--- config.mk ---
export PLATFORM = sky130hd
export DESIGN_NAME = water_heater_thermostat
export DESIGN_NICKNAME = d
export VERILOG_FILES = /design/src/hdl/wht_pkg.sv /design/src/hdl/water_heater_thermostat.sv /design/src/hdl/wht_convert.sv /design/src/hdl/wht_average.sv /design/src/hdl/wht_control.sv
export SDC_FILE = /design/constraint.sdc
export NUM_CORES = 1
export LEC_CHECK = 0
export BUFFER_PORTS_ARGS = -buffer_cell sky130_fd_sc_hd__buf_2
export CAP_MARGIN = 20
export CORE_ASPECT_RATIO = 0.75
export CORE_UTILIZATION = 45
export DETAILED_ROUTE_END_ITERATION = 8
export RECOVER_POWER = 50
export SYNTH_ARGS = -nofsm -noshare
export SYNTH_HDL_FRONTEND = slang
export SYNTH_SLANG_ARGS = --single-unit
--- constraint.sdc ---
create_clock -name clk -period 5.8 [get_ports clk]
set_input_delay 0.58 -clock clk [delete_from_list [all_inputs] [get_ports clk]]
set_output_delay 0.58 -clock clk [all_outputs]
set_load 0.02 [all_outputs]
--- src/hdl/wht_pkg.sv ---
// Package with the item types, register codes and constants of the thermostat.
`timescale 1ns / 1ps

package wht_pkg;

    // Operating modes as shown on the mode field of a result item.
    localparam logic [1:0] MODE_OFF = 2'd0;
    localparam logic [1:0] MODE_RUN = 2'd1;
    localparam logic [1:0] MODE_SET = 2'd2;

    // Configuration register indexes.
    localparam int CFG_INDEX_W = 3;
    localparam int CFG_DATA_W  = 10;
    localparam logic [CFG_INDEX_W-1:0] CFG_MIN_SETPOINT    = 3'd0;
    localparam logic [CFG_INDEX_W-1:0] CFG_MAX_SETPOINT    = 3'd1;
    localparam logic [CFG_INDEX_W-1:0] CFG_SETPOINT_STEP   = 3'd2;
    localparam logic [CFG_INDEX_W-1:0] CFG_HYSTERESIS_BAND = 3'd3;
    localparam logic [CFG_INDEX_W-1:0] CFG_EXIT_TIMEOUT    = 3'd4;
    localparam logic [CFG_INDEX_W-1:0] CFG_BLINK_PERIOD    = 3'd5;

    // Configuration reset values.
    localparam logic [6:0] RST_MIN_SETPOINT    = 7'd35;
    localparam logic [6:0] RST_MAX_SETPOINT    = 7'd75;
    localparam logic [3:0] RST_SETPOINT_STEP   = 4'd5;
    localparam logic [3:0] RST_HYSTERESIS_BAND = 4'd5;
    localparam logic [9:0] RST_EXIT_TIMEOUT    = 10'd500;
    localparam logic [4:0] RST_BLINK_PERIOD    = 5'd20;

    // Controller state reset values.
    localparam logic [6:0] RST_SETPOINT     = 7'd60;
    localparam logic [8:0] RST_CURRENT_TEMP = 9'd15;

    // Sensor conversion: degrees = adc * ADC_SCALE / ADC_FULL.
    localparam int ADC_W     = 10;
    localparam int DEG_W     = 9;
    localparam int ADC_SCALE = 500;
    localparam int ADC_FULL  = 1023;
    localparam int DEG_MAX   = 500;

    // Averaging window and the reciprocal used to divide the ring sum by it.
    localparam int WINDOW_LEN = 10;
    localparam int IDX_W      = $clog2(WINDOW_LEN);
    localparam int SUM_W      = $clog2(WINDOW_LEN * DEG_MAX + 1);
    localparam int AVG_SHIFT  = 20;
    localparam int RECIP_W    = 20;
    localparam int AVG_RECIP  = ((1 << AVG_SHIFT) + WINDOW_LEN - 1) / WINDOW_LEN;

    // Configuration register set.
    typedef struct packed {
        logic [6:0] min_setpoint;
        logic [6:0] max_setpoint;
        logic [3:0] setpoint_step;
        logic [3:0] hysteresis_band;
        logic [9:0] exit_timeout;
        logic [4:0] blink_period;
    } cfg_t;

    // Input item.
    typedef struct packed {
        logic             onoff_press;
        logic             up_press;
        logic             down_press;
        logic             sample_valid;
        logic [ADC_W-1:0] adc_sample;
    } in_item_t;

    // Result item.
    typedef struct packed {
        logic [1:0]       mode;
        logic             heater_on;
        logic             cooler_on;
        logic             display_on;
        logic [DEG_W-1:0] display_value;
    } out_item_t;

    // Item after conversion of the sample to degrees.
    typedef struct packed {
        logic             onoff_press;
        logic             up_press;
        logic             down_press;
        logic             sample_valid;
        logic [DEG_W-1:0] degrees;
    } conv_item_t;

    // Item carrying the new window average.
    typedef struct packed {
        logic             onoff_press;
        logic             up_press;
        logic             down_press;
        logic             sample_valid;
        logic [DEG_W-1:0] average;
    } avg_item_t;

endpackage

--- src/hdl/water_heater_thermostat.sv ---
// Top level of the thermostat: configuration registers and the item pipeline.
`timescale 1ns / 1ps

// Hysteresis thermostat for a water heater. Each accepted item is one tick carrying
// button presses and an optional sensor sample, and gives exactly one result item.
// The block takes one item per clock until the stages fill behind a stalled output, and
// holds up to four items in flight: sample conversion, averaging ring update, division
// of the ring sum, and the mode logic that loads the result register, one register stage
// each; a result is offered once its item has passed through all four. Any stage
// moves on whenever the stage after it is free or emptying, so a waiting result stops
// intake only once all four stages hold an item.
// The averaging ring is cleared directly by reset, with no sweep. Configuration is
// written through cfg_write, cfg_index and cfg_data and takes effect at once; write
// it only while no item is in flight.
module water_heater_thermostat (
    input  logic                                clk,
    input  logic                                rst_n,
    input  logic                                cfg_write,
    input  logic [wht_pkg::CFG_INDEX_W-1:0]     cfg_index,
    input  logic [wht_pkg::CFG_DATA_W-1:0]      cfg_data,
    input  logic                                item_valid,
    output logic                                item_ready,
    input  wht_pkg::in_item_t                   item,
    output logic                                result_valid,
    input  logic                                result_ready,
    output wht_pkg::out_item_t                  result
);

    wht_pkg::cfg_t      cfg_reg;
    wht_pkg::cfg_t      cfg_next;
    logic               conv_valid;
    logic               conv_ready;
    wht_pkg::conv_item_t conv;
    logic               avg_valid;
    logic               avg_ready;
    wht_pkg::avg_item_t avg;

    // Register writes; indexes beyond the list are ignored.
    always_comb
    begin
        cfg_next = cfg_reg;
        if (cfg_write)
        begin
            unique case (cfg_index)
                wht_pkg::CFG_MIN_SETPOINT:    cfg_next.min_setpoint    = cfg_data[6:0];
                wht_pkg::CFG_MAX_SETPOINT:    cfg_next.max_setpoint    = cfg_data[6:0];
                wht_pkg::CFG_SETPOINT_STEP:   cfg_next.setpoint_step   = cfg_data[3:0];
                wht_pkg::CFG_HYSTERESIS_BAND: cfg_next.hysteresis_band = cfg_data[3:0];
                wht_pkg::CFG_EXIT_TIMEOUT:    cfg_next.exit_timeout    = cfg_data[9:0];
                wht_pkg::CFG_BLINK_PERIOD:    cfg_next.blink_period    = cfg_data[4:0];
                default:                      cfg_next = cfg_reg;
            endcase
        end
    end

    always_ff @(posedge clk or negedge rst_n)
    begin
        if (!rst_n)
        begin
            cfg_reg.min_setpoint    <= wht_pkg::RST_MIN_SETPOINT;
            cfg_reg.max_setpoint    <= wht_pkg::RST_MAX_SETPOINT;
            cfg_reg.setpoint_step   <= wht_pkg::RST_SETPOINT_STEP;
            cfg_reg.hysteresis_band <= wht_pkg::RST_HYSTERESIS_BAND;
            cfg_reg.exit_timeout    <= wht_pkg::RST_EXIT_TIMEOUT;
            cfg_reg.blink_period    <= wht_pkg::RST_BLINK_PERIOD;
        end
        else
        begin
            cfg_reg <= cfg_next;
        end
    end

    // Sample conversion stage.
    wht_convert u_convert (
        .clk        (clk),
        .rst_n      (rst_n),
        .item_valid (item_valid),
        .item_ready (item_ready),
        .item       (item),
        .conv_valid (conv_valid),
        .conv_ready (conv_ready),
        .conv       (conv)
    );

    // Averaging ring and division stages.
    wht_average u_average (
        .clk        (clk),
        .rst_n      (rst_n),
        .conv_valid (conv_valid),
        .conv_ready (conv_ready),
        .conv       (conv),
        .avg_valid  (avg_valid),
        .avg_ready  (avg_ready),
        .avg        (avg)
    );

    // Mode controller and result register.
    wht_control u_control (
        .clk          (clk),
        .rst_n        (rst_n),
        .cfg          (cfg_reg),
        .avg_valid    (avg_valid),
        .avg_ready    (avg_ready),
        .avg          (avg),
        .result_valid (result_valid),
        .result_ready (result_ready),
        .result       (result)
    );

endmodule

--- src/hdl/wht_convert.sv ---
// Input stage: converts the raw sensor sample to whole degrees and registers the item.
`timescale 1ns / 1ps

module wht_convert (
    input  logic                clk,
    input  logic                rst_n,
    input  logic                item_valid,
    output logic                item_ready,
    input  wht_pkg::in_item_t   item,
    output logic                conv_valid,
    input  logic                conv_ready,
    output wht_pkg::conv_item_t conv
);

    logic                     conv_valid_reg;
    logic                     conv_valid_next;
    wht_pkg::conv_item_t      conv_reg;
    wht_pkg::conv_item_t      conv_next;
    logic [18:0]              scaled;
    logic [wht_pkg::DEG_W-1:0] quot_low;
    logic [10:0]              rem_est;
    logic                     accept;

    // The stage takes an item when empty or when its item leaves this cycle.
    assign item_ready = !conv_valid_reg || conv_ready;
    assign accept     = item_valid && item_ready;

    // Division by 1023 = 2^10 - 1: the quotient of x >> 10 is low by at most one,
    // and the remainder estimate q + (x mod 1024) stays below twice the divisor.
    assign scaled   = 19'(item.adc_sample) * 19'(wht_pkg::ADC_SCALE);
    assign quot_low = scaled[18:10];
    assign rem_est  = 11'(quot_low) + 11'(scaled[9:0]);

    always_comb
    begin
        conv_next.onoff_press  = item.onoff_press;
        conv_next.up_press     = item.up_press;
        conv_next.down_press   = item.down_press;
        conv_next.sample_valid = item.sample_valid;
        conv_next.degrees      = quot_low + wht_pkg::DEG_W'(rem_est >= 11'(wht_pkg::ADC_FULL));
    end

    // Valid flag of the stage.
    always_comb
    begin
        if (accept)
        begin
            conv_valid_next = 1'b1;
        end
        else if (conv_ready)
        begin
            conv_valid_next = 1'b0;
        end
        else
        begin
            conv_valid_next = conv_valid_reg;
        end
    end

    always_ff @(posedge clk or negedge rst_n)
    begin
        if (!rst_n)
        begin
            conv_valid_reg <= 1'b0;
        end
        else
        begin
            conv_valid_reg <= conv_valid_next;
        end
    end

    // Payload register.
    always_ff @(posedge clk)
    begin
        if (accept)
        begin
            conv_reg <= conv_next;
        end
    end

    assign conv_valid = conv_valid_reg;
    assign conv       = conv_reg;

endmodule

--- src/hdl/wht_average.sv ---
// Averaging stages: sample ring with running sum, then division of the sum by the window length.
`timescale 1ns / 1ps

module wht_average (
    input  logic                clk,
    input  logic                rst_n,
    input  logic                conv_valid,
    output logic                conv_ready,
    input  wht_pkg::conv_item_t conv,
    output logic                avg_valid,
    input  logic                avg_ready,
    output wht_pkg::avg_item_t  avg
);

    typedef struct packed {
        logic                      onoff_press;
        logic                      up_press;
        logic                      down_press;
        logic                      sample_valid;
        logic [wht_pkg::SUM_W-1:0] sum;
    } sum_item_t;

    logic [wht_pkg::DEG_W-1:0] ring_reg [wht_pkg::WINDOW_LEN];
    logic [wht_pkg::SUM_W-1:0] ring_sum_reg;
    logic [wht_pkg::SUM_W-1:0] ring_sum_next;
    logic [wht_pkg::IDX_W-1:0] index_reg;
    logic [wht_pkg::IDX_W-1:0] index_next;

    logic                      sum_valid_reg;
    logic                      sum_valid_next;
    sum_item_t                 sum_item_reg;
    sum_item_t                 sum_item_next;
    logic                      sum_ready;
    logic                      sum_load;

    logic                      avg_valid_reg;
    logic                      avg_valid_next;
    wht_pkg::avg_item_t        avg_reg;
    wht_pkg::avg_item_t        avg_next;
    logic                      avg_load;
    logic [wht_pkg::SUM_W+wht_pkg::RECIP_W-1:0] product;

    // Handshake between the two stages.
    assign conv_ready = !sum_valid_reg || sum_ready;
    assign sum_load   = conv_valid && conv_ready;
    assign sum_ready  = !avg_valid_reg || avg_ready;
    assign avg_load   = sum_valid_reg && sum_ready;

    // Ring update: the oldest slot is replaced and the running sum adjusted.
    always_comb
    begin
        ring_sum_next = wht_pkg::SUM_W'(ring_sum_reg + wht_pkg::SUM_W'(conv.degrees)
                        - wht_pkg::SUM_W'(ring_reg[index_reg]));
        if (index_reg == wht_pkg::IDX_W'(wht_pkg::WINDOW_LEN - 1))
        begin
            index_next = '0;
        end
        else
        begin
            index_next = index_reg + 1'b1;
        end
        sum_item_next.onoff_press  = conv.onoff_press;
        sum_item_next.up_press     = conv.up_press;
        sum_item_next.down_press   = conv.down_press;
        sum_item_next.sample_valid = conv.sample_valid;
        sum_item_next.sum          = ring_sum_next;
    end

    always_ff @(posedge clk or negedge rst_n)
    begin
        if (!rst_n)
        begin
            for (int i = 0; i < wht_pkg::WINDOW_LEN; i++)
            begin
                ring_reg[i] <= '0;
            end
            ring_sum_reg <= '0;
            index_reg    <= '0;
        end
        else if (sum_load && conv.sample_valid)
        begin
            ring_reg[index_reg] <= conv.degrees;
            ring_sum_reg        <= ring_sum_next;
            index_reg           <= index_next;
        end
    end

    // Division by the window length as a multiply by a rounded-up reciprocal.
    assign product = (wht_pkg::SUM_W + wht_pkg::RECIP_W)'(sum_item_reg.sum)
                   * (wht_pkg::SUM_W + wht_pkg::RECIP_W)'(wht_pkg::AVG_RECIP);

    always_comb
    begin
        avg_next.onoff_press  = sum_item_reg.onoff_press;
        avg_next.up_press     = sum_item_reg.up_press;
        avg_next.down_press   = sum_item_reg.down_press;
        avg_next.sample_valid = sum_item_reg.sample_valid;
        avg_next.average      = product[wht_pkg::AVG_SHIFT +: wht_pkg::DEG_W];
    end

    // Valid flags of both stages.
    always_comb
    begin
        if (sum_load)
        begin
            sum_valid_next = 1'b1;
        end
        else if (sum_ready)
        begin
            sum_valid_next = 1'b0;
        end
        else
        begin
            sum_valid_next = sum_valid_reg;
        end
        if (avg_load)
        begin
            avg_valid_next = 1'b1;
        end
        else if (avg_ready)
        begin
            avg_valid_next = 1'b0;
        end
        else
        begin
            avg_valid_next = avg_valid_reg;
        end
    end

    always_ff @(posedge clk or negedge rst_n)
    begin
        if (!rst_n)
        begin
            sum_valid_reg <= 1'b0;
            avg_valid_reg <= 1'b0;
        end
        else
        begin
            sum_valid_reg <= sum_valid_next;
            avg_valid_reg <= avg_valid_next;
        end
    end

    // Payload registers.
    always_ff @(posedge clk)
    begin
        if (sum_load)
        begin
            sum_item_reg <= sum_item_next;
        end
        if (avg_load)
        begin
            avg_reg <= avg_next;
        end
    end

    assign avg_valid = avg_valid_reg;
    assign avg       = avg_reg;

    // The running sum can never exceed a full window of maximum readings.
    a_sum_bound: assert property (@(posedge clk) disable iff (!rst_n)
        ring_sum_reg <= wht_pkg::SUM_W'(wht_pkg::WINDOW_LEN * wht_pkg::DEG_MAX))
        else $error("ring sum above full-scale window");

endmodule

--- src/hdl/wht_control.sv ---
// Mode controller: buttons, setpoint, hysteresis, timeout, blink and the result register.
`timescale 1ns / 1ps

module wht_control (
    input  logic                clk,
    input  logic                rst_n,
    input  wht_pkg::cfg_t       cfg,
    input  logic                avg_valid,
    output logic                avg_ready,
    input  wht_pkg::avg_item_t  avg,
    output logic                result_valid,
    input  logic                result_ready,
    output wht_pkg::out_item_t  result
);

    logic [1:0]                mode_reg;
    logic [1:0]                mode_next;
    logic [6:0]                setpoint_reg;
    logic [6:0]                setpoint_next;
    logic [wht_pkg::DEG_W-1:0] current_temp_reg;
    logic [wht_pkg::DEG_W-1:0] current_temp_next;
    logic                      heater_flag_reg;
    logic                      heater_flag_next;
    logic                      cooler_flag_reg;
    logic                      cooler_flag_next;
    logic [9:0]                idle_count_reg;
    logic [9:0]                idle_count_next;
    logic [4:0]                blink_count_reg;
    logic [4:0]                blink_count_next;
    logic                      result_valid_reg;
    logic                      result_valid_next;
    wht_pkg::out_item_t        result_reg;
    wht_pkg::out_item_t        result_next;

    logic                      advance;
    logic                      any_press;
    logic                      blank;
    logic [wht_pkg::DEG_W-1:0] cur;
    logic [6:0]                sp_up;
    logic [9:0]                idle_inc;
    logic [4:0]                blink_base;
    logic [4:0]                blink_inc;

    // One item moves into the result register whenever it is free or its result is taken.
    assign avg_ready = !result_valid_reg || result_ready;
    assign advance   = avg_valid && avg_ready;
    assign any_press = avg.up_press || avg.down_press;

    // Mode logic for one tick.
    always_comb
    begin
        cur               = avg.sample_valid ? avg.average : current_temp_reg;
        mode_next         = mode_reg;
        setpoint_next     = setpoint_reg;
        current_temp_next = cur;
        heater_flag_next  = heater_flag_reg;
        cooler_flag_next  = cooler_flag_reg;
        idle_count_next   = idle_count_reg;
        blink_count_next  = blink_count_reg;
        sp_up             = setpoint_reg;
        idle_inc          = idle_count_reg + 1'b1;

        unique case (mode_reg)
            wht_pkg::MODE_RUN:
            begin
                if (avg.onoff_press)
                begin
                    mode_next = wht_pkg::MODE_OFF;
                end
                else if (any_press)
                begin
                    // Enter setting mode starting from the measured temperature.
                    mode_next        = wht_pkg::MODE_SET;
                    setpoint_next    = (cur > 9'd127) ? 7'd127 : cur[6:0];
                    idle_count_next  = '0;
                    blink_count_next = '0;
                end
                else
                begin
                    // Hysteresis band around the setpoint.
                    if (10'(cur) + 10'(cfg.hysteresis_band) <= 10'(setpoint_reg))
                    begin
                        heater_flag_next = 1'b1;
                        cooler_flag_next = 1'b0;
                    end
                    else if (10'(cur) >= 10'(setpoint_reg) + 10'(cfg.hysteresis_band))
                    begin
                        heater_flag_next = 1'b0;
                        cooler_flag_next = 1'b1;
                    end
                end
            end
            wht_pkg::MODE_SET:
            begin
                if (avg.onoff_press)
                begin
                    mode_next = wht_pkg::MODE_OFF;
                end
                else if (any_press)
                begin
                    // Up clamps at the maximum, then down clamps at the minimum.
                    idle_count_next = '0;
                    if (avg.up_press)
                    begin
                        if (8'(setpoint_reg) + 8'(cfg.setpoint_step) <= 8'(cfg.max_setpoint))
                        begin
                            sp_up = setpoint_reg + 7'(cfg.setpoint_step);
                        end
                        else
                        begin
                            sp_up = cfg.max_setpoint;
                        end
                    end
                    setpoint_next = sp_up;
                    if (avg.down_press)
                    begin
                        if (8'(sp_up) >= 8'(cfg.min_setpoint) + 8'(cfg.setpoint_step))
                        begin
                            setpoint_next = sp_up - 7'(cfg.setpoint_step);
                        end
                        else
                        begin
                            setpoint_next = cfg.min_setpoint;
                        end
                    end
                end
                else
                begin
                    // Idle timeout returns to operating with the setpoint as temperature.
                    idle_count_next = idle_inc;
                    if (idle_inc == cfg.exit_timeout)
                    begin
                        idle_count_next   = '0;
                        current_temp_next = 9'(setpoint_reg);
                        mode_next         = wht_pkg::MODE_RUN;
                    end
                end
            end
            default:
            begin
                mode_next = avg.onoff_press ? wht_pkg::MODE_RUN : wht_pkg::MODE_OFF;
            end
        endcase

        // Display blink in setting mode.
        blank      = 1'b0;
        blink_base = blink_count_next;
        blink_inc  = blink_base + 1'b1;
        if (mode_next == wht_pkg::MODE_SET)
        begin
            blink_count_next = blink_inc;
            if (blink_inc == cfg.blink_period)
            begin
                blink_count_next = '0;
                blank            = 1'b1;
            end
        end

        // Result item.
        result_next.mode = mode_next;
        if (mode_next == wht_pkg::MODE_OFF)
        begin
            result_next.heater_on     = 1'b0;
            result_next.cooler_on     = 1'b0;
            result_next.display_on    = 1'b0;
            result_next.display_value = '0;
        end
        else if (mode_next == wht_pkg::MODE_RUN)
        begin
            result_next.heater_on     = heater_flag_next;
            result_next.cooler_on     = cooler_flag_next;
            result_next.display_on    = 1'b1;
            result_next.display_value = current_temp_next;
        end
        else
        begin
            result_next.heater_on     = heater_flag_next;
            result_next.cooler_on     = cooler_flag_next;
            result_next.display_on    = !blank;
            result_next.display_value = 9'(setpoint_next);
        end
    end

    // Result valid flag.
    always_comb
    begin
        if (advance)
        begin
            result_valid_next = 1'b1;
        end
        else if (result_ready)
        begin
            result_valid_next = 1'b0;
        end
        else
        begin
            result_valid_next = result_valid_reg;
        end
    end

    // Controller state, updated once per item.
    always_ff @(posedge clk or negedge rst_n)
    begin
        if (!rst_n)
        begin
            mode_reg         <= wht_pkg::MODE_OFF;
            setpoint_reg     <= wht_pkg::RST_SETPOINT;
            current_temp_reg <= wht_pkg::RST_CURRENT_TEMP;
            heater_flag_reg  <= 1'b0;
            cooler_flag_reg  <= 1'b0;
            idle_count_reg   <= '0;
            blink_count_reg  <= '0;
            result_valid_reg <= 1'b0;
        end
        else
        begin
            result_valid_reg <= result_valid_next;
            if (advance)
            begin
                mode_reg         <= mode_next;
                setpoint_reg     <= setpoint_next;
                current_temp_reg <= current_temp_next;
                heater_flag_reg  <= heater_flag_next;
                cooler_flag_reg  <= cooler_flag_next;
                idle_count_reg   <= idle_count_next;
                blink_count_reg  <= blink_count_next;
            end
        end
    end

    // Result payload register.
    always_ff @(posedge clk)
    begin
        if (advance)
        begin
            result_reg <= result_next;
        end
    end

    assign result_valid = result_valid_reg;
    assign result       = result_reg;

    // Heater and cooler are never requested together.
    a_flags_exclusive: assert property (@(posedge clk) disable iff (!rst_n)
        !(heater_flag_reg && cooler_flag_reg))
        else $error("heater and cooler flags both set");

    // An off-mode result drives nothing.
    a_off_quiet: assert property (@(posedge clk) disable iff (!rst_n)
        (result_valid_reg && result_reg.mode == wht_pkg::MODE_OFF) |->
        (!result_reg.heater_on && !result_reg.cooler_on && !result_reg.display_on
         && result_reg.display_value == '0))
        else $error("off-mode result drives an output");

    // An operating result shows the temperature the controller holds.
    a_run_display: assert property (@(posedge clk) disable iff (!rst_n)
        (result_valid_reg && result_reg.mode == wht_pkg::MODE_RUN) |->
        (result_reg.display_on && result_reg.display_value == current_temp_reg))
        else $error("operating result does not show the held temperature");

    // A setting result shows the setpoint the controller holds.
    a_set_display: assert property (@(posedge clk) disable iff (!rst_n)
        (result_valid_reg && result_reg.mode == wht_pkg::MODE_SET) |->
        (result_reg.display_value == 9'(setpoint_reg)))
        else $error("setting result does not show the held setpoint");

endmodule

==> impl_metrics.py <==
metrics = {
    "run_status": {
        "status": "complete, but fails checks",
        "violations": "capacitance limit, slew limit, setup timing",
    },
    "cts": {
        "cts_root_buf": "clkbuf_16",
        "cts_tree": "built",
        "numCtsBuffers": 26,
        "cts_num_sinks": 240,
        "h-tree-depth": 1,
        "clock_latency_ns": 0.56,
        "cts_buffer_depth": 3,
        "clk_pin_slew_ns": 0.06,
    },
    "floorplanning": {
        "rows": 63,
        "floorplan.die.width_um": 236,
        "die-area_um2": 41700,
        "die_y_um": 177,
        "ioPinCount": 48,
        "start_util_pct": 46.2,
        "core_um2": 39900,
    },
    "timing": {
        "finalSetupViolCount": 11,
        "fin_crit_sh_pct": 105,
        "fin_worst_skew_ns": 0.0174,
        "slew-limit-headroom_pct": -73.0,
        "rsz0062_at_grt": "true",
        "worstMarginPinSlew_ns": 2.59,
        "max_freq_mhz": 165,
        "hold_viol_final": 0,
        "layout_setup_ws_ns": -0.265,
        "drv_slew": 186,
        "layout_min_cycle_time_ns": 6.07,
    },
    "place": {
        "dpl.hpwl_um": 33100,
        "dp_slack_ns": -0.886,
        "io_buffers": 47,
        "dp_cells": 2344,
        "gp_congestion": 0.900,
    },
    "grt": {
        "grt_util_met3_pct": 2.64,
        "grt_max_degree": 140,
        "antenna_found_initial": 1,
        "use_met2_pct": 32.2,
        "overflow": 0,
        "grt_pass1_vias": 13300,
        "grt_pass1_wl_um": 70600,
        "track_usage_pct": 21.2,
        "grt-busiest-layer": "met1",
        "grtUsageMet1_pct": 32.7,
    },
    "synth": {
        "synth-seq-area-share_pct": 34.4,
        "synth_seq_cells": 240,
        "syn_nets": 2021,
        "syn_inst": 1705,
        "yosysWarningCount": 0,
        "synth_flop_cell": "dfrtp_1",
        "synth_edf_count": 57,
        "avgSynthCellArea_um2": 10.8,
        "synth_cell_types": 92,
        "syn_area_um2": 18400,
        "async_flop_share_pct": 76.3,
    },
    "final_layout": {
        "drive_above_1_share_pct": 25.4,
        "finish.utilization_pct": 53.9,
        "largest_reg_flops": 90,
        "area_growth_pct": 16.7,
        "nets": 2198,
        "layout_common_cells": "inv_1 (219), ha_1 (181), dfrtp_1 (155)",
        "layout_commonest_cell": "inv_1",
        "fin_cells": 2421,
        "insertedDiodeCount": 0,
    },
    "worst_setup_path": {
        "end_kind": "register",
        "worstSetupPathType": "in -> reg",
        "arrival_ns": 6.37,
        "start_kind": "primary input",
        "required_ns": 6.10,
        "worstPathMaxFanout": 4,
    },
    "drt": {
        "routed_wl_um": 43500,
        "antenna_left": 0,
        "wl_per_cell_um": 18.0,
        "via_per_inst": 5.40,
        "route.detailed.drc": 0,
        "drtPass1Iterations": 5,
        "drt_iter0_drc": 849,
        "num_vias": 13100,
    },
    "job": {
        "maxCapViolCount": 2,
    },
    "min_path": {
        "hp-class": "in -> reg",
    },
}
==> final cells by class <==
class                           instances  area (um^2)
Tap cell                              520          651
Inverter                              228          863
Sequential cell                       240         6330
Clock inverter                         14          115
Multi-Input combinational cell       1194        11500
Clock buffer                           33          717
Fill cell                            3503        18400
Timing Repair Buffer                  192         1350
==> cell usage after synthesis (all sizes together) (9+ instances only) <==
library cell  count  area [um^2]
inv             227          852
ha              191         2390
dfrtp           156         3900
mux2            130         1460
nand2            95          362
fa               93         1860
o21ai            85          425
nor2             83          317
xnor2            63          552
edfxtp           57         1710
a21oi            54          274
clkbuf           36          135
mux2i            35          354
a21o             31          233
nor3             31          170
dfstp            27          709
nand3            24          130
xor2             24          210
nand2b           22          138
nor2b            19          126
mux4             18          405
o22ai            18          113
o21a             15          113
nand4            12         75.1
o41ai            10          118
a31oi             9         56.3
==> worst paths after layout <==
check	startpoint	end	slack (ns)	cells past startpoint
min in group asynchronous	rst_n	cfg_reg[20]$_DFFE_PN0P_	1.38	2
max in group asynchronous	rst_n	u_average.index_reg[0]$_DFFE_PN0P_	1.10	3
setup / recovery	item[2]	u_convert.conv[8]$_DFFE_PP_	-0.27	25
setup reg to reg	cfg_reg[19]$_DFFE_PN1P_	u_control.result[0]$_SDFFCE_PN0P_	-0.09	27
hold / removal	item[10]	u_convert.conv[9]$_DFFE_PP_	0.21	1
hold reg to reg	u_average.avg_next[12]$_DFFE_PP_	u_average.avg[12]$_DFFE_PP_	0.42	0
==> critical path, cell delays in order <==
cell and delay (ns):
buf_8 0.10, fa_1 0.51, fa_1 0.49, inv_1 0.05, fa_1 0.45, fa_1 0.50, inv_2 0.04, ha_4 0.20
o21a_1 0.17, o31a_1 0.15, o41ai_4 0.33, inv_1 0.09, a21oi_2 0.17, xnor2_2 0.12, fa_2 0.43, o41ai_2 0.25
a2bb2oi_2 0.13, o21ai_1 0.21, nand3_1 0.16, xnor2_2 0.18, o41ai_4 0.36, ha_2 0.24, nand4_1 0.17, nor3_2 0.19
xor2_1 0.08
==> per-layer routing <==
layer / vias up / part of all wire (%) / routed length (um)
met5: - / 0 / 0
met4: 0 / 1.4 / 598
met3: 38 / 4.1 / 1780
met2: 251 / 43 / 18600
met1: 6494 / 52 / 22500
li1: 6300 / - / -
==> timing repair <==
action,in CTS,in global routing
endpoints found under the hold margin,28,0
resized for setup,42,37
hold buffers,1,0
pin swaps,25,37
endpoints found under the setup margin,15,24
buffers inserted,17,16
==> stage by stage <==
stage          TNS, ns  cell area, um^2  hold WS (ns)
4_1_cts         -0.857            21300         0.192
5_1_grt          -4.37            21500         0.196
3_5_place_dp     -7.54            20100         0.407
6_report         -1.38            21500         0.213
2_1_floorplan    -2.92            18500         0.284
3_3_place_gp     -6.42            20100         0.402
==> kinds of logic (layout without fill, tap and decap cells) <==
logic type               after synthesis  after routing  share of synthesized area [%]
multiplexers                         183            183                           12.1
AO/OA/AOI/OAI                        292            292                           10.7
AND/OR/NAND/NOR                      342            342                           9.39
buffers and inverters                271            467                           5.57
XOR/XNOR                              91             91                           4.64
adder cells (fa/ha/maj)              286            286                           23.2
flip-flops                           240            240                           34.4
Power is not shown: default switching activity piles up to over one toggle a cycle in this logic, so the estimate is an artifact.
